File: src/design/rmd_pkg.sv
// ----------------------------------------------------------------------------
// rmd_pkg
// Shared widths and the word type passed along the divider cell chain.
// ----------------------------------------------------------------------------
package rmd_pkg;

  localparam int unsigned Width    = 32;
  localparam int unsigned QBits    = Width - 1;
  localparam int unsigned DivSteps = QBits;
  localparam int unsigned ProdBits = 2 * Width - 1;

  typedef struct packed {
    logic [QBits-1:0] rem;
    logic [QBits-1:0] lo;
    logic [Width-1:0] div;
    logic             neg;
    logic             err;
  } rmd_cell_t;

endpackage

File: src/design/rmd_front.sv
// ----------------------------------------------------------------------------
// rmd_front
// Three-rank front end: magnitudes and signs, 32x32 multiply, rounding add
// and overflow check; loads the first divider cell word.
// ----------------------------------------------------------------------------
module rmd_front (
  input  logic                          clk_i,
  input  logic                          rst_ni,
  input  logic                          valid_i,
  output logic                          ready_o,
  input  logic signed [rmd_pkg::Width-1:0] multiplicand_i,
  input  logic signed [rmd_pkg::Width-1:0] multiplier_i,
  input  logic signed [rmd_pkg::Width-1:0] divisor_i,
  output logic                          valid_o,
  input  logic                          ready_i,
  output rmd_pkg::rmd_cell_t            word_o
);
  import rmd_pkg::*;

  // rank 1: magnitudes
  logic             v1_q, v2_q, v3_q;
  logic             rdy1, rdy2, rdy3;
  logic [Width-1:0] amag_q, bmag_q, dmag1_q;
  logic             neg1_q, err1_q;
  logic [Width-1:0] amag_d, bmag_d, dmag_d;
  logic             a_neg, a_pos, a_flip_neg, neg_d, err_d;

  // rank 2: product
  logic [ProdBits-1:0] prod_q;
  logic [Width-1:0]    dmag2_q;
  logic                neg2_q, err2_q;
  logic [2*Width-1:0]  prod_full;

  // rank 3: rounded dividend
  logic [ProdBits-1:0] num;
  logic                ovf;
  rmd_cell_t           word_q, word_d;

  assign rdy3    = !v3_q || ready_i;
  assign rdy2    = !v2_q || rdy3;
  assign rdy1    = !v1_q || rdy2;
  assign ready_o = rdy1;
  assign valid_o = v3_q;
  assign word_o  = word_q;

  always_comb begin
    a_neg      = multiplicand_i[Width-1];
    a_pos      = !a_neg && (multiplicand_i != '0);
    amag_d     = a_neg ? (~multiplicand_i + 1'b1) : multiplicand_i;
    bmag_d     = multiplier_i[Width-1] ? (~multiplier_i + 1'b1) : multiplier_i;
    dmag_d     = divisor_i[Width-1] ? (~divisor_i + 1'b1) : divisor_i;
    a_flip_neg = divisor_i[Width-1] ? a_pos : a_neg;
    neg_d      = a_flip_neg ^ multiplier_i[Width-1];
    err_d      = (divisor_i == '0);
  end

  assign prod_full = amag_q * bmag_q;

  always_comb begin
    num         = prod_q + {{(ProdBits-QBits){1'b0}}, dmag2_q[Width-1:1]};
    ovf         = ({1'b0, num[ProdBits-1:QBits]} >= {1'b0, dmag2_q});
    word_d.rem  = num[ProdBits-2:QBits];
    word_d.lo   = num[QBits-1:0];
    word_d.div  = dmag2_q;
    word_d.neg  = neg2_q;
    word_d.err  = err2_q || ovf;
  end

  always_ff @(posedge clk_i or negedge rst_ni) begin
    if (!rst_ni) begin
      v1_q <= 1'b0;
      v2_q <= 1'b0;
      v3_q <= 1'b0;
    end else begin
      if (rdy1) v1_q <= valid_i;
      if (rdy2) v2_q <= v1_q;
      if (rdy3) v3_q <= v2_q;
    end
  end

  always_ff @(posedge clk_i) begin
    if (rdy1 && valid_i) begin
      amag_q  <= amag_d;
      bmag_q  <= bmag_d;
      dmag1_q <= dmag_d;
      neg1_q  <= neg_d;
      err1_q  <= err_d;
    end
    if (rdy2 && v1_q) begin
      prod_q  <= prod_full[ProdBits-1:0];
      dmag2_q <= dmag1_q;
      neg2_q  <= neg1_q;
      err2_q  <= err1_q;
    end
    if (rdy3 && v2_q) begin
      word_q <= word_d;
    end
  end

endmodule

File: config.mk
export PLATFORM = sky130hd
export DESIGN_NAME = rmd_front
export DESIGN_NICKNAME = d
export VERILOG_FILES = /design/src/design/rmd_pkg.sv /design/src/design/rmd_front.sv
export SDC_FILE = /design/constraint.sdc
export NUM_CORES = 2
export LEC_CHECK = 0
export BUFFER_PORTS_ARGS = -buffer_cell sky130_fd_sc_hd__buf_4
export CORE_UTILIZATION = 45
export DETAILED_ROUTE_END_ITERATION = 7
export RECOVER_POWER = 100
export SYNTH_ARGS = -nofsm -noshare
export SYNTH_HDL_FRONTEND = slang
export SYNTH_SLANG_ARGS = --single-unit
export TNS_END_PERCENT = 10
File: constraint.sdc
create_clock -name clk_i -period 6.79 [get_ports clk_i]
set_input_delay 1.0185 -clock clk_i [delete_from_list [all_inputs] [get_ports clk_i]]
set_output_delay 1.0185 -clock clk_i [all_outputs]
set_load 0.05 [all_outputs]
==> results.md <==
- Fmax: 135 MHz
- 1st-iter DRT viols: 1877
- Critical setup path kind: flip-flop to flip-flop
- Largest net degree at the start of global routing: 67
- Gpl congestion: 0.904
- Fillers: 9400
- Port buffer count: between 150 and 200
- Layout cells sized above 1: 13.6%
- Initial antenna violation count: 3
- CP endpoint kind: flip-flop
- FP Rows: 118
- Cell variety after synth: 61
- Hold Fails Final Rpt: 0
- Post-synth EDFFs: around 290
- CP max stage cell: fa_1
- Maximum fanout along the worst path: 17
- Failing checks: capacitance limit, slew limit, setup timing
- Avg WL per Cell: 19.6 microns
- Endpoints failing setup: 35
- Worst-Margin Slew: 3.92 ns
- #FFs+latches synth: 294
- Yosys warns: 0
- Design Area, Final: about 55000 sq um
- Routed WL: 127000 microns
- Multi-input gate area: 34400 sq um
- Clk_skew: 0.0356 ns
- Crit path cell chain: buf_12 > and2_1 > fa_1 > fa_2 > fa_1 > inv_1 > fa_1 > inv_1 > fa_1 > inv_2 > fa_2 > inv_2 > fa_2 > fa_2 > ha_4 > a21oi_2 > o211ai_1 > a41oi_2 > or3_4 > or4_4 > o2111ai_1 > a31o_2 > a221oi_2 > xnor2_1
- GR Util met1: 33.5%
- Fin crit share: 109%
- Die area: 106000 sq um
- Drt first pass iters: 5
- Total CTS buffers: 34
- Total GRT Usage: 24.6%
- Min-Delay Path Class: primary input to asynchronous set/reset pin
- Worst EP arrival: about 7.7 ns
- WP buf/inv: 5
- Crit path time final: 7.40 ns
- Fin. max-slew vios: 284
- Post-synth top flop: edfxtp_1
- Family with the most delay on the worst path: adder cells
- Initial Utilization: a little under half
- Post-route core utilization: 53.0%
- Vias in the first global route: 35500
- RSZ-0062 raised after global routing: yes
- Leading area contributor after synthesis: fa_1
- P&R area growth vs syn: 16.8%
- Met2 GRT Util: 41.6%
- Remaining Overflow, GRT: 0
- Most numerous cell in the Yosys netlist: inv_1
- Post-DP HPWL: 109000 microns
- Post-route setup slack: -0.613 ns
- Clock Latency Late Sink: approximately 0.58 ns
- Vias per cell: 5.13
- Global-route wire length before repair: around 200000 microns
- Clock Tree Root: clkbuf_16
- Post-Syn Area: 46900 sq um
- Syn avg cell area: 10.0 sq um
- Busiest metal layer after global routing: met2
- Worst hold margin: 0.239 ns
- CTS max path bufs: 3
- Vias: 33400
- CTS H-Tree Depth: 2
- Width of the die: 325 microns
- Cell count after synthesis: 4678
- Slew HR: -162%
- DR DRC count: 0
- Required @ worst endpoint: 7.10 ns
- Syn Nets: roughly 6000
- Status: finished with violations
- CTS Sinks: 294
- Register area: 8810 sq um
- Synth top area share: 38.2%
- Reg clk slew, reported paths: about 0.060 ns
- MaxCap Viol Count: 6
- Grt met3 use: 3.13%
- IO Pins: 198
- Post-DRT Antenna Nets: 0
- Commonest cells post-synth: 920 x inv_1, 896 x fa_1, 617 x and2_1
- CTS tree: done
- Worst Setup Start Kind: flip-flop
- Core box area: 103000 sq um
- Total Nets Final: 6431
- Dpl cell area: 53400 sq um
- Vert. Die Dim: 325 microns
- Sequential share of the synthesized area: 18.8%
- Main area contributors after synthesis: fa_1 38%, edfxtp_1 19%, ha_1 8.6%
- Async set-reset flop share out of synthesis: slightly above 1%
- Max incr delay on CP: 0.53 ns
- Setup TNS: -12.88 ns
-- kinds of logic after synthesis --
group           share of synthesized area (%)
xor+xnor                                 3.94
simple gates                             15.8
buf+inv                                  9.24
flops                                    18.8
fa+ha+maj                                46.8
compound gates                           5.40
-- cells in the final DEF, fill, tap and decap left out, drive strengths merged, types with 23 or more instances in the layout --
cell type and instances:
and3 23, o31ai 32, o21ai 80, xor2 55
nand3 35, nor2 57, nand4 30, and2 617
buf 509, clkbuf 166, nor3 30, fa 896
inv 924, edfxtp 291, a21o 65, nand2 523
xnor2 156, a21oi 83, ha 323
-- final timing paths --
path                                              end                   from  depth (start not counted)  slack [ns]
worst min register to register  dmag2_q[15]$_DFFE_PP_  dmag1_q[15]$_DFFE_PP_                          0        0.42
worst max register to register   prod_q[49]$_DFFE_PP_   amag_q[12]$_DFFE_PP_                         24       -0.61
max in group asynchronous            v2_q$_DFFE_PN0P_                 rst_ni                          1        6.40
min in group clk_i              dmag2_q[15]$_DFFE_PP_  dmag1_q[15]$_DFFE_PP_                          0        0.42
worst max-delay path             prod_q[49]$_DFFE_PP_   amag_q[12]$_DFFE_PP_                         24       -0.61
worst min-delay path              valid_o$_DFFE_PN0P_                 rst_ni                          1        0.24
-- flip-flops by register name, indices dropped and copies added, names as in the netlist --
signal,count
prod_q,63
neg1_q,1
word_o,96
dmag1_q,32
dmag2_q,32
bmag_q,32
amag_q,32
neg2_q,1
err2_q,1
v1_q,1
err1_q,1
v2_q,1
valid_o,1
-- cell type report --
class	instances	area share [%]
sequential	294	16.1
tap	1380	3.15
multi-input combinational	3228	62.8
clock buffer	41	1.60
inverter	920	6.30
clock inverter	20	0.463
timing repair buffer	634	9.59
antenna	1	0.00456
-- timing repair --
item                       CTS  global route
hold buffers                 0             0
setup buffers                3             8
pin swaps                   13            40
gates resized for setup     32            98
gates cloned                 0             1
setup endpoints to repair   39            44
-- layer usage --
layer  wire length, microns  vias to the layer above
li1                       -                    15300
met1                  55100                    17000
met2                  62000                      921
met3                   6720                      180
met4                   3650                        2
met5                     13                        -
-- metrics by stage --
stage	setup slack, ns	instances
floorplan	-0.321	4678
global placement	-0.767	6444
detailed placement	-0.828	6444
CTS	-0.681	6508
global route	-0.834	6517
finish	-0.613	6518
Power is left out: the tool's default activity adds up to more than one toggle a clock period on the data nets, which glitch-free logic cannot reach.
