===== src/design/rmd_pkg.sv =====
// ----------------------------------------------------------------------------
// rmd_pkg
// Shared widths and the word type passed along the divider cell chain.
// ----------------------------------------------------------------------------
package rmd_pkg;

  localparam int unsigned Width    = 32;
  localparam int unsigned QBits    = Width - 1;
  localparam int unsigned DivSteps = QBits;
  localparam int unsigned ProdBits = 2 * Width - 1;

  typedef struct packed {
    logic [QBits-1:0] rem;
    logic [QBits-1:0] lo;
    logic [Width-1:0] div;
    logic             neg;
    logic             err;
  } rmd_cell_t;

endpackage


===== src/design/rmd_back.sv =====
// ----------------------------------------------------------------------------
// rmd_back
// Output register: applies the result sign, substitutes -1 on error.
// ----------------------------------------------------------------------------
module rmd_back (
  input  logic                             clk_i,
  input  logic                             rst_ni,
  input  logic                             valid_i,
  output logic                             ready_o,
  input  rmd_pkg::rmd_cell_t               word_i,
  output logic                             valid_o,
  input  logic                             ready_i,
  output logic signed [rmd_pkg::Width-1:0] quotient_o,
  output logic                             error_flag_o
);
  import rmd_pkg::*;

  logic             valid_q;
  logic [Width-1:0] quot_q, quot_d, mag;
  logic             err_q;

  assign ready_o      = !valid_q || ready_i;
  assign valid_o      = valid_q;
  assign quotient_o   = quot_q;
  assign error_flag_o = err_q;

  always_comb begin
    mag = {1'b0, word_i.lo};
    if (word_i.err) begin
      quot_d = '1;
    end else if (word_i.neg) begin
      quot_d = ~mag + 1'b1;
    end else begin
      quot_d = mag;
    end
  end

  always_ff @(posedge clk_i or negedge rst_ni) begin
    if (!rst_ni) begin
      valid_q <= 1'b0;
    end else if (ready_o) begin
      valid_q <= valid_i;
    end
  end

  always_ff @(posedge clk_i) begin
    if (ready_o && valid_i) begin
      quot_q <= quot_d;
      err_q  <= word_i.err;
    end
  end

endmodule


===== config.mk =====
export PLATFORM = sky130hd
export DESIGN_NAME = rmd_back
export DESIGN_NICKNAME = d
export VERILOG_FILES = /design/src/design/rmd_pkg.sv /design/src/design/rmd_back.sv
export SDC_FILE = /design/constraint.sdc
export NUM_CORES = 1
export LEC_CHECK = 0
export BUFFER_PORTS_ARGS = -buffer_cell sky130_fd_sc_hd__buf_4
export CORE_MARGIN = 5
export CORE_UTILIZATION = 25
export DETAILED_ROUTE_END_ITERATION = 10
export PLACE_DENSITY_LB_ADDON = 0.2
export SLEW_MARGIN = 0
export SYNTH_ARGS = -nofsm -noshare
export SYNTH_HDL_FRONTEND = slang
export SYNTH_SLANG_ARGS = --single-unit

===== constraint.sdc =====
create_clock -name clk_i -period 2.1 [get_ports clk_i]
set_input_delay 0.525 -clock clk_i [delete_from_list [all_inputs] [get_ports clk_i]]
set_output_delay 0.525 -clock clk_i [all_outputs]
set_load 0.01 [all_outputs]

==> impl_summary.md <==
Timing
The highest achievable clock rate is 497 MHz. The final period utilization is 95.7%. For the final routed database, the setup TNS stands at 0 ns.

The slew at the pin with the worst max-slew slack is 0.639 ns. The worst path meets setup with 0.0896 ns of slack. The worst clock skew on the final layout is 0.00411 ns. The max-slew violation count is 0.

The headroom to the max-slew limit is 57.3%. The number of hold violations in the final report is 0. Setup repair after global routing left no endpoint under its margin. The clock period could shrink to 2.01 ns. Setup violations remaining at the end of the flow were counted as 0.

Power and ir drop
In this run the power spent charging and discharging nets is 0.426 mW. The worst-case vdd ir drop is 0.215 mV. The internal power of the cells is 1.20 mW. Dividing total power by cell area gives a power density of 548 nW/µm².

Of the total power, the share spent switching nets is 26.2%. The portion of total power attributed to combinational logic is 21.1%. Sequential cells burn 49.4% of the power. For this design the static power due to leakage is 1.20 nW. The clock network burns 29.5% of the power.

Finish
The number of nets in the layout is 390. The count of antenna diodes in the layout is 0. Cells with a size suffix above 1 make up 39.3% of the layout. The most frequent standard cell in the layout excluding fill and tap cells is sky130_fd_sc_hd__buf_4. The final instance area is 2960 µm². From synthesis to final layout, the design area changed by 47.5%. The count of non-filler cells in the finished layout is 392.

Measured on the finished design, the core utilization comes to 38.1%. The library cells used most frequently in the layout, excluding fill and tap cells, are sky130_fd_sc_hd__buf_4, sky130_fd_sc_hd__edfxtp_1, sky130_fd_sc_hd__nor2_1, sky130_fd_sc_hd__nor2b_1, sky130_fd_sc_hd__mux2i_1.

Critical path
The largest single stage delay on the critical path is 0.61 ns. The kind of cell with the highest combined delay on the critical path is simple AND/OR/NAND/NOR gates. In this run the worst path has a maximum fanout of 8. The number of cell instances on the worst register-to-register path is 3. The worst setup path is launched from an input pin. The worst setup path is captured at a register. The worst setup path startpoint is word_i[40].

The worst register-to-register path begins at valid_o. Data on the critical path arrives at its endpoint at 2.04 ns. The cell with the largest stage delay on the worst path is sky130_fd_sc_hd__or4_4. In this run the register-to-register setup slack is 0.89 ns. The critical path is of the input pin to register type.

The critical path goes through buf_4 -> or4_4 -> nor4_4 -> buf_4 -> a31oi_1 -> mux2i_1. At the worst endpoint, the required time is 2.13 ns. The endpoint of the lowest-slack register-to-register path is quotient_o[4]. The sum of buffers and inverters on the critical path is 2. The most numerous cell type found on the critical path is sky130_fd_sc_hd__buf_4.

Clock tree
The total number of clock tree sinks is 34. The tree is rooted in a sky130_fd_sc_hd__clkbuf_8. TritonCTS created 5 clock buffers. The maximum clock path buffer count is 2. The clock tree synthesis step divided the H-tree into 2 levels. Clock latency on the worst-skew pair, taken at its later pin, is 0.29 ns. TritonCTS built the clock tree. The number of setup buffers added after CTS is 0. After clock tree synthesis, the clock-pin slew on the worst setup and hold paths is 0.07 ns.

Global route
Entering global routing, the biggest net connects 34 pins. The via count of the first global-routing pass is 1793. The first global-routing pass estimated 8.84 mm of wire. The total overflow left after global routing is 0.

The number of antenna violations at the first check in global routing is 0. In the global route stage, overall resource usage came out at 11.0%.

Synthesis
The mapped netlist covers 2010 µm². The area fraction of the dominant cell type after synthesis is 49.4%. The count of mapped cells out of synthesis is 192. The combinational family with the most area after synthesis is simple AND/OR/NAND/NOR gates. The area share of and/or/nand/nor cells after synthesis is 24.6%.

The number of warning messages in the yosys log is 0. The area fraction in compound gates after synthesis is 9.61%. For this run, the register share of the synthesized area comes to 50.7%.

The number of storage elements in the synthesis netlist is 34. The adder-cell share of the synthesized area is 0.624%. The xor-xnor portion of the synthesized cell area is 4.80%. The largest total area in the synthesized netlist belongs to sky130_fd_sc_hd__edfxtp_1. The count of distinct cell types in the synthesized netlist is 34. In the synthesized netlist, mux cells make up 6.99% of the area. Yosys attributes the largest share of cell area to sky130_fd_sc_hd__edfxtp_1, sky130_fd_sc_hd__mux2i_1, sky130_fd_sc_hd__nor2_1. The post-synthesis area per instance is 10.4 µm². The number of nets in the synthesized netlist is 293.

Floorplanning
The row count is 32. Once the floorplan was initialized, standard cells occupied 25.8% of the core. The area enclosed by the die boundary is 9910 µm². The core footprint is 7770 µm². 135 I/O pins were placed.

The die is 99.6 µm wide. The chip height is 99.6 µm.

Route
The first detailed-routing pass took 4 iterations. The count of vias placed by the detailed router is 1797. The count of nets left with antenna violations once routing finished came out at 0. In the routed design, unresolved DRC markers number 0. Dividing the detail-routed via count by the number of cells gives 4.58. The initial detailed-routing violation count is 64. Dividing the detail-routed wire length by the instance count gives 13.6 µm. Summed over all layers, the routed wires come to 5.31 mm.

Hold path
The worst hold path cell count is 2. The tightest min-delay check is of the input pin to register type. The worst-case hold path end point is valid_o. The worst hold path begins at valid_i.

Placed design
The placed instance count is 383. During placement, the flow inserted port buffers numbering 71. The pre-CTS setup slack is -0.235 ns. The area after detailed placement is 2870 µm².

The wire-length estimate of the detail-placed layout is 3.91 mm. The weighted congestion at the end of routability-driven global placement is 0.705.

Flow run
Max-cap violations in this run came to 0.

Run status
The flow ran to the end, and the final reports show no timing, DRC or antenna violations.
-- timing repair --
| item | CTS | global route |
|---|---|---|
| resized for setup | 0 | 0 |
| endpoints found under the hold margin | 1 | 0 |
| hold buffers | 1 | 0 |
-- per-layer routing --
| layer | vias up | routed length (µm) | GRT usage, % |
|---|---|---|---|
| li1 | 906 | - | - |
| met1 | 828 | 2400 | 14.5 |
| met2 | 57 | 2500 | 18.0 |
| met3 | 6 | 346 | 2.45 |
| met4 | 0 | 70 | 3.47 |
| met5 | - | 0 | 0 |
-- worst reg2reg max path: stages, from the launching register on --
cell	delay, ns
sky130_fd_sc_hd__dfrtp_1	0.38
sky130_fd_sc_hd__nand2b_1	0.11
sky130_fd_sc_hd__and2_1	0.19
sky130_fd_sc_hd__buf_12	0.23
-- power groups by stage --
| stage | Combinational (mW) | Sequential [mW] | Clock, mW |
|---|---|---|---|
| after global placement | 0.344 | 0.817 | 0 |
| after floorplan | 0.131 | 0.837 | 0 |
| after detailed placement | 0.346 | 0.817 | 0 |
| after CTS | 0.349 | 0.802 | 0.500 |
| final | 0.342 | 0.802 | 0.478 |
| after global routing | 0.382 | 0.806 | 0.524 |
-- how the worst max path moves through the flow --
stage | slack [ns] | end | cells past startpoint
6_report | 0.09 | quotient_o[26] | 6
5_1_grt | 0.0009 | quotient_o[26] | 8
4_1_cts | 0.09 | quotient_o[26] | 6
3_5_place_dp | -0.23 | quotient_o[26] | 6
3_3_place_gp | -0.21 | quotient_o[26] | 6
2_1_floorplan | -0.05 | quotient_o[27] | 5
-- cells by family after synthesis --
group           after synthesis
fa+ha+maj                     1
xor+xnor                     11
mux                          14
flops                        34
compound gates               31
simple gates                 87
buf+inv                      14
-- state kept, by name, indices dropped and copies added (netlist names) --
signal        flops
valid_o           1
quotient_o       32
error_flag_o      1
-- final cells by class --
cell class	instances	area [µm²]
Fill cell	811	4810
Sequential cell	34	1020
Multi-Input combinational cell	144	952
Timing Repair Buffer	100	766
Tap cell	102	128
Clock buffer	6	72.6
Inverter	4	15.0
Clock inverter	2	8.76
-- synthesized netlist by cell type, drive strengths merged --
cell type / number
nand2b: 2
and2: 1
or3b: 1
or4b: 1
nand3: 3
o211ai: 1
nor4: 6
or4: 8
xnor2: 1
o21ai: 7
nor3b: 1
nor2b: 14
buf: 2
nor3: 2
o41ai: 4
nand4b: 1
dfrtp: 1
edfxtp: 33
a21oi: 7
inv: 4
nor2: 25
o31ai: 3
nand2: 13
a21o: 1
or3: 7
clkbuf: 8
or2: 1
ha: 1
xor2: 10
and3: 1
a31oi: 8
mux2i: 14
-- through the flow --
step	hold WS [ns]	total power, mW
CTS	0.433	1.65
detailed placement	0.301	1.16
floorplan	0.229	0.968
global placement	0.301	1.16
finish	0.441	1.62
global route	0.440	1.71
Power figures use the tool's default switching activity.
