File: config.mk
export PLATFORM = sky130hd
export DESIGN_NAME = rmd_div_cell
export DESIGN_NICKNAME = d
export VERILOG_FILES = /design/src/design/rmd_pkg.sv /design/src/design/rmd_div_cell.sv
export SDC_FILE = /design/constraint.sdc
export NUM_CORES = 1
export LEC_CHECK = 0
export ABC_AREA = 1
export BUFFER_PORTS_ARGS = -buffer_cell sky130_fd_sc_hd__buf_2
export CAP_MARGIN = 20
export CORE_MARGIN = 4
export CORE_UTILIZATION = 40
export DETAILED_ROUTE_END_ITERATION = 7
export GPL_TIMING_DRIVEN = 0
export MAX_ROUTING_LAYER = met4
export PLACE_DENSITY_LB_ADDON = 0.1
export SLEW_MARGIN = 20
export SYNTH_ARGS = -nofsm -noshare
export SYNTH_HDL_FRONTEND = slang
export SYNTH_SLANG_ARGS = --single-unit
File: constraint.sdc
create_clock -name clk_i -period 11.75 [get_ports clk_i]
set_clock_uncertainty 0.05 [all_clocks]
set_input_delay 0 -clock clk_i [delete_from_list [all_inputs] [get_ports clk_i]]
set_output_delay 0 -clock clk_i [all_outputs]
set_load 0.01 [all_outputs]
File: src/design/rmd_pkg.sv
// ----------------------------------------------------------------------------
// rmd_pkg
// Shared widths and the word type passed along the divider cell chain.
// ----------------------------------------------------------------------------
package rmd_pkg;

  localparam int unsigned Width    = 32;
  localparam int unsigned QBits    = Width - 1;
  localparam int unsigned DivSteps = QBits;
  localparam int unsigned ProdBits = 2 * Width - 1;

  typedef struct packed {
    logic [QBits-1:0] rem;
    logic [QBits-1:0] lo;
    logic [Width-1:0] div;
    logic             neg;
    logic             err;
  } rmd_cell_t;

endpackage

File: src/design/rmd_div_cell.sv
// ----------------------------------------------------------------------------
// rmd_div_cell
// One restoring division step: shifts in a dividend bit, trial-subtracts the
// divisor and shifts the quotient bit into the low word.
// ----------------------------------------------------------------------------
module rmd_div_cell (
  input  logic               clk_i,
  input  logic               rst_ni,
  input  logic               valid_i,
  output logic               ready_o,
  input  rmd_pkg::rmd_cell_t word_i,
  output logic               valid_o,
  input  logic               ready_i,
  output rmd_pkg::rmd_cell_t word_o
);
  import rmd_pkg::*;

  logic             valid_q;
  rmd_cell_t        word_q, word_d;
  logic [Width:0]   diff;
  logic             ge;

  assign ready_o = !valid_q || ready_i;
  assign valid_o = valid_q;
  assign word_o  = word_q;

  always_comb begin
    diff       = {1'b0, word_i.rem, word_i.lo[QBits-1]} - {1'b0, word_i.div};
    ge         = !diff[Width];
    word_d     = word_i;
    word_d.rem = ge ? diff[QBits-1:0] : {word_i.rem[QBits-2:0], word_i.lo[QBits-1]};
    word_d.lo  = {word_i.lo[QBits-2:0], ge};
  end

  always_ff @(posedge clk_i or negedge rst_ni) begin
    if (!rst_ni) begin
      valid_q <= 1'b0;
    end else if (ready_o) begin
      valid_q <= valid_i;
    end
  end

  always_ff @(posedge clk_i) begin
    if (ready_o && valid_i) begin
      word_q <= word_d;
    end
  end

endmodule

==> results of run 1 <==
[through the flow]
| stage | worst slack [ns] | utilization, % | cells | instance area (µm²) | hold slack (ns) |
|---|---|---|---|---|---|
| final | 9.17 | 60.0 | 1209 | 8390 | 0.0102 |
| after global routing | 9.02 | 60.0 | 1209 | 8390 | 0.0708 |
| after CTS | 9.18 | 60.0 | 1209 | 8390 | 0.00452 |
| after detailed placement | 9.36 | 50.8 | 1095 | 7110 | -0.267 |
| after global placement | 4.06 | 49.9 | 1091 | 6990 | -0.275 |
| after floorplan | 6.02 | - | 714 | 5770 | -0.346 |
[layout by cell type, fill, tap and decap left out, types with 2 or more instances in the layout]
cell type      Yosys  routed
clkinvlp_4         0       3
buf_6              2       2
o21ai_0            3       3
nand4_1            4       4
a21oi_2            2       2
buf_2              4     201
nor3_1             2       2
o21bai_1           3       3
inv_8              0       2
edfxtp_1          96      96
clkbuf_16          0       9
nor2_1            43      43
nand2_2            3       3
a21oi_1           19      18
nand3_1           42      42
ha_1              32      32
nand3b_1           4       4
xor2_1            13      13
nand2_1          287     287
inv_1            144     144
nor2_2             3       3
buf_16             0       4
dlygate4sd3_1      0      98
[flip-flops by register name, summed over array words and instances (netlist names)]
| register | cells |
|---|---|
| valid_o | 1 |
| word_o | 96 |
[critical path: stages]
cell and delay (ns):
dlygate4sd3_1 0.53, buf_2 0.11, inv_1 0.04, ha_1 0.20, fa_1 0.42, inv_1 0.13, nand3_1 0.09, nand3_2 0.11
nand2_1 0.07, nand2_2 0.10, nand2_1 0.07, nand2_2 0.12, nand2_2 0.08, nand2_4 0.11, inv_2 0.05, buf_6 0.14
buf_6 0.14, nand2_1 0.05, nand2_1 0.05
[layout make-up]
class	instances	area share, %
Clock buffer	9	2.68
Sequential cell	97	34.7
Buffer	6	0.507
Inverter	145	6.49
Multi-Input combinational cell	466	27.3
Tap cell	180	2.68
Timing Repair Buffer	299	24.8
Clock inverter	7	0.939
[final timing paths]
check / from / end / slack, ns / depth (start not counted)
max: word_i[64] / word_o[76] / 9.17 / 19
min: word_i[65] / word_o[66] / 0.01 / 3
max reg2reg: valid_o / word_o[89] / 9.87 / 4
min reg2reg: valid_o / word_o[64] / 0.74 / 1
max in group asynchronous: rst_ni / valid_o / 11.11 / 3
min in group asynchronous: rst_ni / valid_o / 0.43 / 3
[power by group]
part,internal (µW),switching (µW)
Combinational,104,141
Sequential,412,5.38
Clock,167,134
Total,684,281
[cells by family (layout without fill, tap and decap cells)]
logic type      after synthesis  count (layout)  synth area share [%]
simple gates                391             391                  27.3
buf+inv                     151             466                  10.2
flops                        97              97                  50.4
fa+ha+maj                    33              33                  7.28
compound gates               28              28                  2.73
xor+xnor                     14              14                  2.12
[per-layer routing]
metal | routed length (µm) | share of wire (%)
met2 | 7460 | 46
met5 | 0 | 0
met3 | 1010 | 6.3
met1 | 7480 | 46
met4 | 157 | 0.97
[what timing repair did]
action	CTS	global route
hold buffers	98	0
setup endpoints to repair	0	0
endpoints found under the hold margin	96	0
==> qor.txt, run 1 <==
sequential fraction of the synthesis area -> 50.4%
post-synth net total -> 847
Reg area -> 0.00291 mm²
Max clock buf depth -> 2
GR Util All Layers -> 20.3%
# setup viols final -> 0
most frequent cells after synthesis -> nand2_1 (287), inv_1 (144), edfxtp_1 (96)
Root Driver -> clkbuf_16
hpwl dp -> 12200 µm
Clock transition at path regs -> 0.07 ns
post-cts resize count -> 0
DR iter-0 viols -> 293
Top Usage Layer GRT -> met2
Routed WL -> 16100 µm
IO Port Bufs -> 197
grt ovf -> 0
Post-Route Setup TNS -> 0 ns
CTS tree -> built
Tot Pwr -> 965 µW
CP max FO -> 10
vias in the first global route -> 5382
ys flop type -> edfxtp_1
outcome -> completed
routability cong. -> 0.875
Ys Warns -> 0
area of the multi-input gates -> 0.00229 mm²
Synth cell types -> 26
setup bufs post-CTS -> 0
Die X-Extent -> 128 µm
Max-Cap Viols -> 0
vias -> 5397
Max rail drop VDD -> 0.0000743 V
WP data arrival -> 2.63 ns
final hold viol count -> 0
met2 usage -> 33.4%
Std-Cell Rows -> 43
initial antenna violation count -> 0
Num CTS Buffers -> 9
Critical Path RT -> 11.80 ns
worst min-delay path class -> primary input to flip-flop
Period Utilization, post-route -> 22.0%
synth-to-layout area growth -> 45.3%
die area -> 0.0164 mm²
mapped cell area -> 0.00577 mm²
routing usage on met3 -> 2.96%
WL per Instance -> 13.3 µm
first-pass GRT wire length -> 25900 µm
RSZ-0062 raised after global routing -> false
max_slew headroom -> 63.7%
layout net count -> 1157
antenna fix cells -> 0
largest net degree at the start of global routing -> 24
GR Layer Usage met1 -> 26.6%
Post-route DRC -> 0
post-route minimum period -> 2.58 ns
Mapped Avg Cell Area -> 8.09 µm²
Core Area -> 0.0140 mm²
initial core utilization -> 41.3%
top post-synthesis cells by area -> edfxtp_1 (50%), nand2_1 (19%), inv_1 (9.4%), ha_1 (6.9%), nand3_1 (3.6%)
FF+latch count, synth -> 97
CP startpoint kind -> primary input
Fillers -> 1294
Yosys top cell area share -> 49.9%
number of synthesized flops with an enable pin -> 96
Critical Path End Type -> flip-flop
clk sink count -> 97
ys async rst share -> 1.03%
antenna viol nets, final -> 0
most common cell in the netlist -> nand2_1
Pwr Density -> 115 mW/mm²
top-level I/O count -> 198
htree depth -> 3
TritonRoute pass-1 iters -> 4
Die H -> 128 µm
vias per cell -> 4.46
critical path class -> primary input to flip-flop
cell taking the most area after synthesis -> edfxtp_1
Skew-Pair Late Insertion Delay -> 0.34 ns
Max Slew Vio Count -> 0
Pleak -> 0.00441 µW
Max Freq -> 0.387 GHz
Synth Instances -> 714
layout cells sized above 1 -> 22.7%
Worst-Margin Slew -> 0.543 ns
No activity file was read; power rests on OpenSTA's default activity.
==> inputs of run 2 (changes only) <==
==> constraint.sdc (replaced) <==
create_clock -name clk_i -period 2.6 [get_ports clk_i]
set_clock_uncertainty 0.05 [all_clocks]
set_input_delay 0 -clock clk_i [delete_from_list [all_inputs] [get_ports clk_i]]
set_output_delay 0 -clock clk_i [all_outputs]
set_load 0.01 [all_outputs]
==> run 2 against run 1 <==
Effect of this change: register-to-register slack lost 9.1 ns; flip-flop and latch count stayed put; cell area grew 0.42%; largest cell class unchanged; largest power group unchanged.
==> qor.txt, run 2 (same netlist as run 1, synthesis figures left out) <==
CP startpoint kind -> primary input
area of the multi-input gates -> 0.00229 mm²
CTS tree -> built
Pleak -> 0.00443 µW
Max clock buf depth -> 2
RSZ-0062 raised after global routing -> false
top-level I/O count -> 198
post-route minimum period -> 2.40 ns
Critical Path RT -> 2.66 ns
WL per Instance -> 13.3 µm
hpwl dp -> 12400 µm
fin cells -> 1213
Die H -> 128 µm
TritonRoute pass-1 iters -> 4
Post-Route Setup TNS -> 0 ns
Core Area -> 0.0140 mm²
# setup viols final -> 0
Critical Path End Type -> flip-flop
IO Port Bufs -> 197
synth-to-layout area growth -> 45.9%
antenna viol nets, final -> 0
vias in the first global route -> 5319
GR Util All Layers -> 20.4%
Max rail drop VDD -> 0.000398 V
outcome -> completed
max reg flops -> 96
worst min-delay path class -> primary input to flip-flop
Num CTS Buffers -> 9
Fillers -> 1281
Max-Cap Viols -> 0
WP data arrival -> 2.46 ns
layout net count -> 1161
Reg area -> 0.00291 mm²
Post-route DRC -> 0
grt ovf -> 0
clk sink count -> 97
layout cells sized above 1 -> 23.1%
Skew-Pair Late Insertion Delay -> 0.35 ns
initial antenna violation count -> 0
final hold viol count -> 0
htree depth -> 3
commonest non-fill, non-tap cells in the layout -> nand2_1 (287), buf_2 (201), inv_1 (143), dlygate4sd3_1 (99), edfxtp_1 (96)
Clock transition at path regs -> 0.07 ns
initial core utilization -> 41.3%
Max Slew Vio Count -> 0
vias per cell -> 4.40
most common cell after layout, fill and taps aside -> nand2_1
Std-Cell Rows -> 43
max_slew headroom -> 64.4%
first-pass GRT wire length -> 25900 µm
CP max FO -> 10
final worst slack -> 0.200 ns
antenna fix cells -> 0
Routed WL -> 16200 µm
vias -> 5343
Root Driver -> clkbuf_16
Pwr Density -> 518 mW/mm²
# placed instances -> 1095
Max Freq -> 0.417 GHz
Worst-Margin Slew -> 0.533 ns
Place WS -> 0.237 ns
WHS -> 0.140 ns
die area -> 0.0164 mm²
Die X-Extent -> 128 µm
DR iter-0 viols -> 276
largest net degree at the start of global routing -> 24
routability cong. -> 0.874
Period Utilization, post-route -> 92.3%
critical path class -> primary input to flip-flop
run 2: changes by cell type in the layout (fill, tap and decap cells not counted), sizes merged:
cell,delta
buf,+3
dlygate4sd3,+1
run 2: worst paths after layout:
check                              to  slack (ns)      start  cells past startpoint
setup / recovery           word_o[71]        0.20  word_i[2]                     18
hold / removal             word_o[12]        0.14    ready_i                      3
setup reg to reg           word_o[90]        0.72    valid_o                      4
hold reg to reg            word_o[12]        0.74    valid_o                      1
max in group asynchronous     valid_o        1.98     rst_ni                      3
min in group asynchronous     valid_o        0.42     rst_ni                      3
run 2: final cells by class:
class,count,area share (%)
Inverter,145,6.46
Buffer,6,0.505
Sequential cell,97,34.5
Clock inverter,7,0.935
Clock buffer,9,2.67
Multi-Input combinational cell,466,27.2
Tap cell,180,2.67
Timing Repair Buffer,303,25.0
run 2: worst max-delay path: stages:
cell,delay (ns)
dlygate4sd3_1,0.54
buf_2,0.13
ha_1,0.22
fa_2,0.38
inv_2,0.08
nand3_1,0.08
nand3_2,0.10
nand2_1,0.07
nand2_2,0.08
nand2_1,0.06
nand2_2,0.11
nand2_2,0.07
nand2_4,0.10
inv_2,0.05
buf_6,0.14
buf_6,0.14
nand2_1,0.06
nand2_1,0.04
run 2: repair_timing:
action | 4_1_cts | 5_1_grt
hold buffers | 99 | 0
setup buffers | 0 | 3
resized for setup | 0 | 2
setup endpoints to repair | 0 | 29
endpoints found under the hold margin | 97 | 0
run 2: report_power, final:
group	leakage, µW	total [µW]	internal [µW]	switching, µW
registers	0.000928	1890	1860	24.0
logic	0.00336	1120	479	639
clock network	0.000139	1360	756	604
total	0.00443	4370	3100	1270
run 2: metrics by stage:
stage / util [%] / cell area, µm² / power, µW
floorplan: - / 5790 / 2550
global placement: 50.0 / 7000 / 2890
detailed placement: 50.8 / 7110 / 2920
CTS: 60.1 / 8400 / 4400
global route: 60.2 / 8430 / 4610
finish: 60.2 / 8430 / 4370
run 2: metal layers:
layer	global-route usage, %	part of all wire (%)
met1	26.7	46
met2	33.4	47
met3	3.21	6.7
met4	4.87	0.25
met5	-	0
